File: src/rtl/hzgb_pkg.sv
// Shared types and constants for the HZ (GB2312) stream decoder.
// Holds the decode mode encoding, result kinds and the result record types.
// No dependencies; every other file in the block imports this package.
package hzgb_pkg;

   localparam int unsigned BYTE_W = 8;
   localparam int unsigned CODE_W = 16;
   localparam int unsigned KIND_W = 3;

   localparam logic [KIND_W-1:0] KIND_ASCII = 3'd0;
   localparam logic [KIND_W-1:0] KIND_GB    = 3'd1;
   localparam logic [KIND_W-1:0] KIND_UNK1  = 3'd2;
   localparam logic [KIND_W-1:0] KIND_UNK2  = 3'd3;
   localparam logic [KIND_W-1:0] KIND_END   = 3'd4;

   localparam logic [BYTE_W-1:0] CHAR_TILDE   = 8'h7e;
   localparam logic [BYTE_W-1:0] CHAR_LBRACE  = 8'h7b;
   localparam logic [BYTE_W-1:0] CHAR_RBRACE  = 8'h7d;
   localparam logic [BYTE_W-1:0] CHAR_NEWLINE = 8'h0a;
   localparam logic [BYTE_W-1:0] HIGH_BIT     = 8'h80;
   localparam logic [BYTE_W-1:0] LOW_MASK     = 8'h7f;

   typedef enum logic [5:0] {
      MODE_ASCII   = 6'b000001,
      MODE_TILDE   = 6'b000010,
      MODE_GB      = 6'b000100,
      MODE_GBTILDE = 6'b001000,
      MODE_GB1     = 6'b010000,
      MODE_GR1     = 6'b100000
   } mode_type;

   typedef struct packed {
      logic [KIND_W-1:0] kind;
      logic [CODE_W-1:0] code;
      logic              last;
   } result_type;

   typedef struct packed {
      logic [1:0] count;
      result_type first;
      result_type second;
   } dec_out_type;

   function automatic logic is_gl(input logic [BYTE_W-1:0] b);
      return (b >= 8'h21) && (b <= 8'h7e);
   endfunction

   function automatic logic is_gr(input logic [BYTE_W-1:0] b);
      return (b >= 8'ha1) && (b <= 8'hfe);
   endfunction

endpackage

File: src/rtl/hzgb_decode.sv
// Decode stage of the HZ stream decoder: mode and held-byte registers plus
// the combinational logic that turns one byte into up to two results.
// Depends on hzgb_pkg.
module hzgb_decode (
   input  logic                       clock,
   input  logic                       reset,
   input  logic                       advance,
   input  logic [hzgb_pkg::BYTE_W-1:0] in_byte,
   input  logic                       stream_end,
   output hzgb_pkg::dec_out_type      dec_out
);
   import hzgb_pkg::*;

   mode_type            mode_ff, mode_in, mode_step;
   logic [BYTE_W-1:0]   held_ff, held_in, held_step;
   logic                emit;
   logic [KIND_W-1:0]   emit_kind;
   logic [CODE_W-1:0]   emit_code;
   logic [CODE_W-1:0]   pair;
   logic [CODE_W-1:0]   single;
   logic                low_gl;
   logic                pending;

   assign pair   = {held_ff, in_byte};
   assign single = {{(CODE_W-BYTE_W){1'b0}}, in_byte};
   assign low_gl = is_gl(in_byte & LOW_MASK);

   always_comb begin
      mode_step = MODE_ASCII;
      held_step = held_ff;
      emit      = 1'b0;
      emit_kind = KIND_ASCII;
      emit_code = single;
      unique case (mode_ff)
         MODE_TILDE: begin
            if (in_byte == CHAR_LBRACE) begin
               mode_step = MODE_GB;
            end else if (in_byte == CHAR_TILDE) begin
               emit = 1'b1;
            end else if (in_byte != CHAR_NEWLINE) begin
               emit      = 1'b1;
               emit_kind = KIND_UNK2;
               emit_code = pair;
            end
         end
         MODE_GBTILDE: begin
            if (in_byte != CHAR_RBRACE && in_byte != CHAR_NEWLINE) begin
               emit      = 1'b1;
               emit_kind = low_gl ? KIND_GB : KIND_UNK2;
               emit_code = pair;
               mode_step = MODE_GB;
            end
         end
         MODE_GB: begin
            mode_step = MODE_GB;
            if (in_byte == CHAR_TILDE) begin
               held_step = in_byte;
               mode_step = MODE_GBTILDE;
            end else if (low_gl) begin
               held_step = in_byte;
               mode_step = MODE_GB1;
            end else begin
               emit      = 1'b1;
               emit_kind = KIND_UNK1;
            end
         end
         MODE_GB1: begin
            emit      = 1'b1;
            emit_kind = low_gl ? KIND_GB : KIND_UNK2;
            emit_code = pair;
            mode_step = MODE_GB;
         end
         MODE_GR1: begin
            emit      = 1'b1;
            emit_kind = is_gr(in_byte) ? KIND_GB : KIND_UNK2;
            emit_code = pair;
         end
         default: begin
            if (in_byte == CHAR_TILDE) begin
               held_step = in_byte;
               mode_step = MODE_TILDE;
            end else if (is_gr(in_byte)) begin
               held_step = in_byte;
               mode_step = MODE_GR1;
            end else begin
               emit      = 1'b1;
               emit_kind = ((in_byte & HIGH_BIT) != '0) ? KIND_UNK1 : KIND_ASCII;
            end
         end
      endcase
   end

   assign pending = (mode_step == MODE_TILDE) || (mode_step == MODE_GBTILDE) ||
                    (mode_step == MODE_GB1) || (mode_step == MODE_GR1);

   always_comb begin
      dec_out.first  = '{kind: emit_kind, code: emit_code, last: !stream_end};
      dec_out.second = '{kind: KIND_END, code: '0, last: 1'b1};
      dec_out.count  = emit ? 2'd1 : 2'd0;
      mode_in        = mode_step;
      held_in        = held_step;
      if (stream_end) begin
         mode_in = MODE_ASCII;
         held_in = '0;
         if (pending) begin
            dec_out.first = '{kind: KIND_UNK1,
                              code: {{(CODE_W-BYTE_W){1'b0}}, held_step},
                              last: 1'b0};
            dec_out.count = 2'd2;
         end else if (emit) begin
            dec_out.count = 2'd2;
         end else begin
            dec_out.first = dec_out.second;
            dec_out.count = 2'd1;
         end
      end else begin
         dec_out.first.last = 1'b1;
      end
   end

   always_ff @(posedge clock) begin
      if (reset) begin
         mode_ff <= MODE_ASCII;
         held_ff <= '0;
      end else if (advance) begin
         mode_ff <= mode_in;
         held_ff <= held_in;
      end
   end

endmodule

File: src/rtl/hzgb_out_buf.sv
// Two-entry result register of the HZ stream decoder; presents one result
// per cycle while the receiver is ready, and takes a new decoded byte as soon as its last result leaves.
// Depends on hzgb_pkg.
module hzgb_out_buf (
   input  logic                   clock,
   input  logic                   reset,
   input  logic                   load,
   input  hzgb_pkg::dec_out_type  dec_out,
   input  logic                   out_ready,
   output logic                   can_load,
   output logic                   out_valid,
   output hzgb_pkg::result_type   out_result
);
   import hzgb_pkg::*;

   logic       v0_ff, v0_in, v1_ff, v1_in;
   result_type slot0_ff, slot0_in, slot1_ff, slot1_in;
   logic       pop;

   assign pop        = v0_ff && out_ready;
   assign can_load   = !v0_ff || (pop && !v1_ff);
   assign out_valid  = v0_ff;
   assign out_result = slot0_ff;

   always_comb begin
      v0_in    = v0_ff;
      v1_in    = v1_ff;
      slot0_in = slot0_ff;
      slot1_in = slot1_ff;
      if (load) begin
         v0_in    = dec_out.count != 2'd0;
         v1_in    = dec_out.count == 2'd2;
         slot0_in = dec_out.first;
         slot1_in = dec_out.second;
      end else if (pop) begin
         v0_in    = v1_ff;
         v1_in    = 1'b0;
         slot0_in = slot1_ff;
      end
   end

   always_ff @(posedge clock) begin
      if (reset) begin
         v0_ff <= 1'b0;
         v1_ff <= 1'b0;
      end else begin
         v0_ff <= v0_in;
         v1_ff <= v1_in;
      end
      slot0_ff <= slot0_in;
      slot1_ff <= slot1_in;
   end

   a_order: assert property (@(posedge clock) disable iff (reset)
      v1_ff |-> v0_ff)
      else $error("second result held without a first");
   a_second_end: assert property (@(posedge clock) disable iff (reset)
      v1_ff |-> (slot1_ff.kind == KIND_END && slot1_ff.last))
      else $error("second result is not a final end marker");
   a_first_not_last: assert property (@(posedge clock) disable iff (reset)
      v1_ff |-> !slot0_ff.last)
      else $error("first of two results marked last");
   a_single_last: assert property (@(posedge clock) disable iff (reset)
      (v0_ff && !v1_ff) |-> slot0_ff.last)
      else $error("only remaining result not marked last");

endmodule

File: src/rtl/hz_gb2312_stream_decoder_core.sv
// Top level of the HZ (GB2312) stream decoder: input register, decode stage
// and result register. Depends on hzgb_pkg, hzgb_decode and hzgb_out_buf.
//
// Usage: raw bytes of an HZ stream arrive on the req_ channel, one byte per
// request, with req_tlast set on the last byte of a stream. Decoded items
// leave on the rsp_ channel: rsp_tdata carries the character or code,
// rsp_tuser its kind, and rsp_tlast marks the last result a byte produced.
// A byte yields zero, one or two results; the last byte of a stream always
// yields an end marker, preceded by its own result or by a flushed unknown
// byte if a sequence was left open.
// Order: an accepted byte is held in the input register, decoded
// combinationally, and loaded into the result register, which presents it.
// Throughput: one request per cycle while the receiver is ready. A byte that
// yields two results holds the result register until both leave, which slows such bytes.
// Reset clears the decode mode to ASCII with nothing pending and empties
// both registers. When the receiver stalls, results are held stable, the
// input register fills and req_tready falls until space is freed.
module hz_gb2312_stream_decoder_core (
   input  logic                         clock,
   input  logic                         reset,
   input  logic                         req_tvalid,
   output logic                         req_tready,
   input  logic [7:0]                   req_tdata,  // [7:0] in_byte
   input  logic                         req_tlast,  // stream_end
   output logic                         rsp_tvalid,
   input  logic                         rsp_tready,
   output logic [15:0]                  rsp_tdata,  // [15:0] code
   output logic [hzgb_pkg::KIND_W-1:0]  rsp_tuser,  // [2:0] kind
   output logic                         rsp_tlast   // run_last
);
   import hzgb_pkg::*;

   logic              in_valid_ff, in_valid_in;
   logic [BYTE_W-1:0] in_byte_ff;
   logic              in_last_ff;
   logic              can_load;
   logic              load;
   logic              req_accept;
   dec_out_type       dec_out;
   result_type        out_result;

   assign load        = in_valid_ff && can_load;
   assign req_tready  = !in_valid_ff || can_load;
   assign req_accept  = req_tvalid && req_tready;
   assign in_valid_in = req_accept || (in_valid_ff && !load);

   always_ff @(posedge clock) begin
      if (reset) begin
         in_valid_ff <= 1'b0;
      end else begin
         in_valid_ff <= in_valid_in;
      end
      if (req_accept) begin
         in_byte_ff <= req_tdata;
         in_last_ff <= req_tlast;
      end
   end

   hzgb_decode u_decode (
      .clock      (clock),
      .reset      (reset),
      .advance    (load),
      .in_byte    (in_byte_ff),
      .stream_end (in_last_ff),
      .dec_out    (dec_out)
   );

   hzgb_out_buf u_out_buf (
      .clock      (clock),
      .reset      (reset),
      .load       (load),
      .dec_out    (dec_out),
      .out_ready  (rsp_tready),
      .can_load   (can_load),
      .out_valid  (rsp_tvalid),
      .out_result (out_result)
   );

   assign rsp_tdata = out_result.code;
   assign rsp_tuser = out_result.kind;
   assign rsp_tlast = out_result.last;

endmodule

File: config.mk
export PLATFORM = sky130hd
export DESIGN_NAME = hz_gb2312_stream_decoder_core
export DESIGN_NICKNAME = d
export VERILOG_FILES = /design/src/rtl/hzgb_pkg.sv /design/src/rtl/hzgb_decode.sv /design/src/rtl/hzgb_out_buf.sv /design/src/rtl/hz_gb2312_stream_decoder_core.sv
export SDC_FILE = /design/constraint.sdc
export NUM_CORES = 1
export LEC_CHECK = 0
export BUFFER_PORTS_ARGS = -buffer_cell sky130_fd_sc_hd__buf_4
export CAP_MARGIN = 5
export CORE_MARGIN = 1
export CORE_UTILIZATION = 60
export DETAILED_ROUTE_END_ITERATION = 10
export PLACE_DENSITY_LB_ADDON = 0.12
export SKIP_CTS_REPAIR_TIMING = 1
export SYNTH_ARGS = -nofsm -noshare
export SYNTH_HDL_FRONTEND = slang
export SYNTH_HIERARCHICAL = 1
export SYNTH_SLANG_ARGS = --single-unit
File: constraint.sdc
create_clock -name clock -period 4.1 [get_ports clock]
set_input_delay 0.205 -clock clock [delete_from_list [all_inputs] [get_ports clock]]
set_output_delay 0.205 -clock clock [all_outputs]
set_load 0.005 [all_outputs]
==> out/qor.log, run 1 <==
qor: status.run_status completed
qor: worst_hold_path.hold_path.class input port to register
qor: yosys.ys_top_cells_by_area edfxtp_1 43%, dfxtp_1 10%, mux2_4 8.9%
qor: place.place_hpwl 4800 µm
qor: power_and_ir_drop.power.clock.fraction 0.378
qor: power_and_ir_drop.leakage 1.48 nW
qor: power_and_ir_drop.cellInternalPower 1.12 mW
qor: layout.post_route_cells_drive_above_1_share 0.254
qor: place.portBuffers 34
qor: place.placed_area 3590 µm²
qor: setup_path.timing.rr.end u_out_buf/out_result[18]$_DFFE_PP_
qor: yosys.synth_largest_area_cell edfxtp_1
qor: power_and_ir_drop.p_switching 0.346 mW
qor: power_and_ir_drop.cellPowerDensity 387 nW/µm²
qor: timing.timing_hold_violations_final 0
qor: yosys.postSynthCellCount 287
qor: detailed_routing.route.antenna.remaining_nets 0
qor: timing.fin_hold_ws 36.6 ps
qor: detailed_routing.drtPass1Iterations 5
qor: floorplanning.placementRows 26
qor: setup_path.critPathMaxFanout 8
qor: layout.layoutNonFillerInstCount 393
qor: timing.finalCritPeriodShare 0.708
qor: cts.clk_root_buffer_cell clkbuf_8
qor: detailed_routing.via_per_inst 6.00
qor: detailed_routing.detailedRoute.firstIterationViolations 324
qor: cts.clk_latency 340 ps
qor: floorplanning.boundaryPins 35
qor: yosys.synth.ff_latch_count 66
qor: setup_path.worst_r2r_path_cells 7
qor: setup_path.crit_arrival 3000 ps
qor: yosys.yosys.cell_types.count 56
qor: yosys.yosysMostFrequentCell edfxtp_1
qor: timing.finalClockSkew 10.3 ps
qor: setup_path.worst_setup_path_start_kind register
qor: worst_hold_path.min_path_cells 1
qor: detailed_routing.drcViolationCount 0
qor: grt.gr-usage-all-layers 0.262
qor: layout.fin_area 3790 µm²
qor: setup_path.worst_ep_required_time 4200 ps
qor: grt.grt_antenna_before_repair 0
qor: setup_path.end_kind register
qor: power_and_ir_drop.power.ir.vdd_worst 0.294 mV
qor: cts.worst_setup_hold_path_clk_slew 80 ps
qor: place.routabilityCongestion 0.924
qor: timing.grt_setup_unrepaired false
qor: floorplanning.start_util 0.642
qor: yosys.sequential_to_total_area_share_from_yosys_stat 0.536
qor: setup_path.r2r_slack 1200 ps
qor: timing.final_setup_violation_count 0
qor: grt.grt_first_pass_wirelength 11600 µm
qor: yosys.async_flop_share 0
qor: worst_hold_path.hold_path.startpoint req_tdata[0]
qor: cts.cts_num_sinks 66
qor: floorplanning.placeableCoreArea 5270 µm²
qor: floorplanning.die_height 77.1 µm
qor: power_and_ir_drop.seq_power_share 0.532
qor: cts.cts-root-to-sink-buffers 2
qor: power_and_ir_drop.combPwrFrac 0.090
qor: grt.overflow_after_grt 0
qor: timing.timing.final.ws_setup 1200 ps
qor: yosys.synth_enable_flop_cells 49
qor: place.placed_cells 377
qor: layout.antenna_cells_inserted 0
qor: power_and_ir_drop.power.total 1.47 mW
qor: timing.timing.fmax 345 MHz
qor: detailed_routing.wire_per_inst 18.2 µm
qor: place.post-place-ws 1210 ps
qor: power_and_ir_drop.switching_share 0.236
qor: grt.grt_busiest_layer met2
qor: timing.final_max_slew_viol_count 0
qor: yosys.ys_top_cells_by_count 49 x edfxtp_1, 21 x nor2_1, 20 x buf_4, 20 x mux2_4, 19 x nand2_1
qor: floorplanning.fp.dieArea 5940 µm²
qor: setup_path.r2r_start in_byte_ff[6]$_DFFE_PP_
qor: timing.final.min_clock_period 2900 ps
qor: yosys.syn-mean-instance-area 11.8 µm²
qor: yosys.synthesis.yosys.warnings 6
qor: layout.finish.utilization 0.719
qor: floorplanning.die_x 77.1 µm
qor: cts.cts-htree-levels 3
qor: grt.grt_pass1_vias 2234
qor: detailed_routing.postRouteWirelength 7170 µm
qor: yosys.synth_area 3380 µm²
qor: grt.use_met1 0.363
qor: yosys.synth_top_area_share 0.435
qor: layout.finish.net_count 331
qor: setup_path.timing.setup.critical_path_class register to register
qor: grt.grt_met2_usage 0.402
qor: cts.cts_tree built
qor: grt.pin_count_of_the_biggest_net_entering_global_routing 48
qor: cts.numCtsBuffers 9
qor: timing.tns 0 ps
qor: detailed_routing.route.vias.total 2358
qor: yosys.dominantRegCellSynth edfxtp_1
qor: grt.use_met3 0.0417
qor: layout.area_overhead_of_the_layout_relative_to_synthesis 12.0%
qor: job.maxCapViolCount 0
qor: worst_hold_path.worstHoldEndpoint in_byte_ff[0]$_DFFE_PP_
qor: timing.timing_worst_slew_pin_value 912 ps
qor: timing.relSlewSlack 0.391
-- cells by family (layout without fill, tap and decap cells) --
family,Yosys count,count (layout),share of synthesized area
AOI/OAI and AO/OA,59,59,0.134
and+or+nand+nor,96,96,0.159
other,2,20,0.00222
buffers and inverters,41,59,0.0721
DFF,66,66,0.536
xor gates and xnor gates,3,3,0.00777
muxes,20,20,0.0888
-- state kept, by name (all words and copies together), names as in the netlist --
name,count
u_out_buf/slot1_ff,20
in_byte_ff,8
in_last_ff,1
in_valid_ff,1
u_out_buf/out_valid,1
u_decode/mode_ff,6
u_out_buf/out_result,20
u_out_buf/v1_ff,1
u_decode/held_ff,8
-- cell usage in the layout, fill, tap and decap left out, types with 4 or more instances in the layout --
master,netlist,layout
edfxtp_1,49,49
buf_4,20,35
nor2_1,21,21
conb_1,2,20
mux2_4,20,20
nand2_1,19,19
dfxtp_1,17,17
and2_1,12,12
nand3_1,11,11
clkbuf_8,0,10
inv_1,8,8
a21oi_1,8,8
o21a_1,8,8
o21ai_0,7,7
a31oi_1,5,5
nand4b_1,5,5
o2bb2ai_1,4,4
-- worst max-delay path, stage by stage, from the launching register on --
cell and delay, ps:
edfxtp_1 540, or4_4 610, o32ai_4 280, a211oi_1 180, and2_1 290, o21ai_0 320
nand3b_1 170, mux2_4 280
-- how the worst max path moves through the flow --
stage | start | endpoint | cells past startpoint
floorplan | in_byte_ff[4]$_DFFE_PP_ | u_out_buf/out_result[2]$_DFFE_PP_ | 8
global placement | in_byte_ff[6]$_DFFE_PP_ | u_out_buf/out_result[18]$_DFFE_PP_ | 7
detailed placement | in_byte_ff[6]$_DFFE_PP_ | u_out_buf/out_result[18]$_DFFE_PP_ | 7
CTS | in_byte_ff[6]$_DFFE_PP_ | u_out_buf/out_result[18]$_DFFE_PP_ | 7
global route | in_byte_ff[4]$_DFFE_PP_ | u_out_buf/out_result[4]$_DFFE_PP_ | 7
finish | in_byte_ff[6]$_DFFE_PP_ | u_out_buf/out_result[18]$_DFFE_PP_ | 7
-- per-layer routing --
| metal | share of wire | vias to the layer above |
|---|---|---|
| met1 | 0.44 | 1145 |
| li1 | - | 1098 |
| met2 | 0.47 | 100 |
| met5 | 0 | - |
| met4 | 0.024 | 0 |
| met3 | 0.057 | 15 |
-- area by class of cell --
type / instances / area [µm²]
clock buffers: 10 / 138
multi-input cells: 198 / 1400
inverters: 8 / 30.0
clock inverters: 6 / 63.8
fillers: 398 / 1480
well taps: 70 / 87.6
repair buffers: 35 / 263
flip-flops and latches: 66 / 1810
-- power groups by stage --
stage	registers (mW)	clock network [mW]	logic, mW
after global routing	0.784	0.588	0.144
after global placement	0.794	0	0.129
after detailed placement	0.795	0	0.130
after CTS	0.780	0.563	0.132
final	0.780	0.554	0.132
after floorplan	0.785	0	0.0999
Power figures use the tool's default switching activity.
==> run 2, diff against run 1 <==
==> constraint.sdc (replaced) <==
create_clock -name clock -period 2.8 [get_ports clock]
set_input_delay 0.14 -clock clock [delete_from_list [all_inputs] [get_ports clock]]
set_output_delay 0.14 -clock clock [all_outputs]
set_load 0.005 [all_outputs]
==> run 2 against run 1 <==
Against the previous run: cell area up 7.4%; final cell count up 6.6%; wire length up 7.8%; worst setup slack worse by 1100 ps; core utilization up 5.3 points; sequential share of layout area down 3.3 points; first-iteration DRC count down 23%; count of clock-buffer cells in the layout unchanged; non-clock buffer count up 26; critical path depth unchanged; combinational power up 73%; critical path type unchanged; critical endpoint is now u_out_buf/out_result[7]$_DFFE_PP_; largest cell class unchanged.
==> out/qor.log, run 2 (synthesis gave the netlist of run 1 again) <==
qor: status.run_status completed
qor: grt.use_met1 0.351 [-0.0127]
qor: grt.grt_busiest_layer met2
qor: grt.grt_met2_usage 0.422 [+0.0205]
qor: layout.leading_cell_types_in_the_layout_fill_and_taps_excluded 52 x buf_4, 49 x edfxtp_1, 21 x nor2_1
qor: cts.cts-root-to-sink-buffers 2 [unchanged]
qor: layout.finish.net_count 357 [+7.9%]
qor: floorplanning.fp.dieArea 5940 µm² [unchanged]
qor: setup_path.worst_path_largest_cell_delay 600 ps [about the same]
qor: grt.grt_pass1_vias 2423 [+8.5%]
qor: place.placed_cells 391 [+3.7%]
qor: setup_path.critical_path.slowest_cell or4_4
qor: detailed_routing.wire_per_inst 18.4 µm [+1.1%]
qor: setup_path.crit_path_cell_trace or4_4 > o32ai_4 > a211oi_2 > and2_1 > o21ai_0 > o2bb2ai_1 > mux2_4
qor: layout.layoutNonFillerInstCount 419 [+6.6%]
qor: cts.clk_latency 340 ps [about the same]
qor: floorplanning.die_x 77.1 µm [unchanged]
qor: timing.final_setup_violation_count 0 [unchanged]
qor: floorplanning.die_height 77.1 µm [unchanged]
qor: grt.pin_count_of_the_biggest_net_entering_global_routing 47 [-2.1%]
qor: cts.numCtsBuffers 9 [unchanged]
qor: timing.timing.fmax 370 MHz [+7.4%]
qor: layout.post_route_cells_drive_above_1_share 0.292 [+0.0384]
qor: detailed_routing.drcViolationCount 0 [unchanged]
qor: job.maxCapViolCount 0 [unchanged]
qor: timing.final_max_slew_viol_count 0 [unchanged]
qor: place.post-place-ws 116 ps [-1090 ps]
qor: place.portBuffers 34 [unchanged]
qor: setup_path.family_with_the_most_delay_on_the_worst_path simple AND/OR/NAND/NOR gates
qor: cts.cts_tree built
qor: detailed_routing.via_per_inst 6.06 [+0.95%]
qor: cts.cts_num_sinks 66 [unchanged]
qor: layout.area_overhead_of_the_layout_relative_to_synthesis 20.3%
qor: timing.finalCritPeriodShare 0.964 [+0.257]
qor: detailed_routing.detailedRoute.firstIterationViolations 249 [-23%]
qor: setup_path.worst_ep_required_time 2900 ps [-1300 ps]
qor: timing.final.min_clock_period 2700 ps [-201 ps]
qor: worst_hold_path.hold_path.class input port to register
qor: timing.timing_worst_slew_pin_value 693 ps [-219 ps]
qor: power_and_ir_drop.leakage 1.63 nW [+10%]
qor: floorplanning.placementRows 26 [unchanged]
qor: timing.timing.final.ws_setup 99.4 ps [-1100 ps]
qor: layout.finish.utilization 0.772 [+0.0532]
qor: setup_path.critical_path_buf_inv_count 0 [unchanged]
qor: detailed_routing.drtPass1Iterations 5 [unchanged]
qor: power_and_ir_drop.power.ir.vdd_worst 0.423 mV [+44%]
qor: layout.antenna_cells_inserted 0 [unchanged]
qor: cts.cts-htree-levels 3 [unchanged]
qor: floorplanning.placeableCoreArea 5270 µm² [unchanged]
qor: cts.clk_root_buffer_cell clkbuf_8
qor: place.placed_area 3690 µm² [+2.9%]
qor: setup_path.end_kind register
qor: cts.worst_setup_hold_path_clk_slew 80 ps [about the same]
qor: layout.mostFrequentLayoutCell buf_4
qor: timing.timing_hold_violations_final 0 [unchanged]
qor: detailed_routing.postRouteWirelength 7720 µm [+7.8%]
qor: grt.grt_first_pass_wirelength 12000 µm [+3.5%]
qor: place.routabilityCongestion 0.946 [+2.4%]
qor: detailed_routing.route.vias.total 2538 [+7.6%]
qor: grt.use_met3 0.0512 [+0.00952]
qor: layout.nFillCells 348 [-13%]
qor: timing.tns 0 ps [unchanged]
qor: grt.grt_antenna_before_repair 0 [unchanged]
qor: floorplanning.boundaryPins 35 [unchanged]
qor: timing.relSlewSlack 0.538 [+0.148]
qor: setup_path.worst_setup_path_start_kind register
qor: setup_path.critPathMaxFanout 6 [-2]
qor: timing.finalClockSkew 9.16 ps [-1.17 ps]
qor: floorplanning.start_util 0.642 [unchanged]
qor: grt.overflow_after_grt 0 [unchanged]
qor: detailed_routing.route.antenna.remaining_nets 0 [unchanged]
qor: grt.gr-usage-all-layers 0.269 [+0.00700]
qor: power_and_ir_drop.cellPowerDensity 573 nW/µm² [+48%]
qor: setup_path.timing.setup.critical_path_class register to register
qor: layout.fin_area 4070 µm² [+7.4%]
qor: place.place_hpwl 4920 µm [+2.5%]
qor: setup_path.crit_arrival 2800 ps [-200 ps]
-- run 2: changes by cell type in the layout (fill, tap and decap cells not counted), sizes merged --
cell / change
clkinvlp: -2
buf: +17
bufinv: +2
dlygate4sd3: +9
-- run 2: metrics by stage --
stage                     power, mW  hold WS [ps]
after floorplan                1.30           202
after global placement         1.36           319
after detailed placement       1.36           320
after CTS                      2.32         -33.8
after global routing           2.40          64.1
final                          2.33          57.1
-- run 2: final timing paths --
kind	cells after the start	slack (ps)	end	start
hold / removal	3	60	in_valid_ff$_SDFF_PP0_	req_tvalid
setup reg to reg	7	100	u_out_buf/out_result[7]$_DFFE_PP_	in_byte_ff[6]$_DFFE_PP_
hold reg to reg	1	470	u_decode/held_ff[3]$_SDFFE_PP0P_	u_decode/held_ff[3]$_SDFFE_PP0P_
setup / recovery	7	100	u_out_buf/out_result[7]$_DFFE_PP_	in_byte_ff[6]$_DFFE_PP_
-- run 2: power breakdown --
part           internal, mW  switching, mW
combinational         0.117          0.111
sequential             1.11         0.0288
clock                 0.595          0.372
total                  1.82          0.512
-- run 2: worst reg2reg max path, cell delays in order, from the launching register on --
cell	delay, ps
edfxtp_1	480
or4_4	610
o32ai_4	250
a211oi_2	130
and2_1	260
o21ai_0	340
o2bb2ai_1	120
mux2_4	270
-- run 2: layout make-up --
type                    instances  area, µm²  share of cell area
clock buffers                  10        128              0.0314
repair buffers                 61        480               0.118
inverters                       8       30.0             0.00738
well taps                      70       87.6              0.0215
flip-flops and latches         66       1810               0.445
multi-input cells             198       1420               0.349
clock inverters                 6        113              0.0277
-- run 2: routing by layer --
metal,vias to the layer above,share of wire
li1,1146,-
met5,-,0
met2,138,0.46
met4,0,0.045
met3,41,0.075
met1,1213,0.41
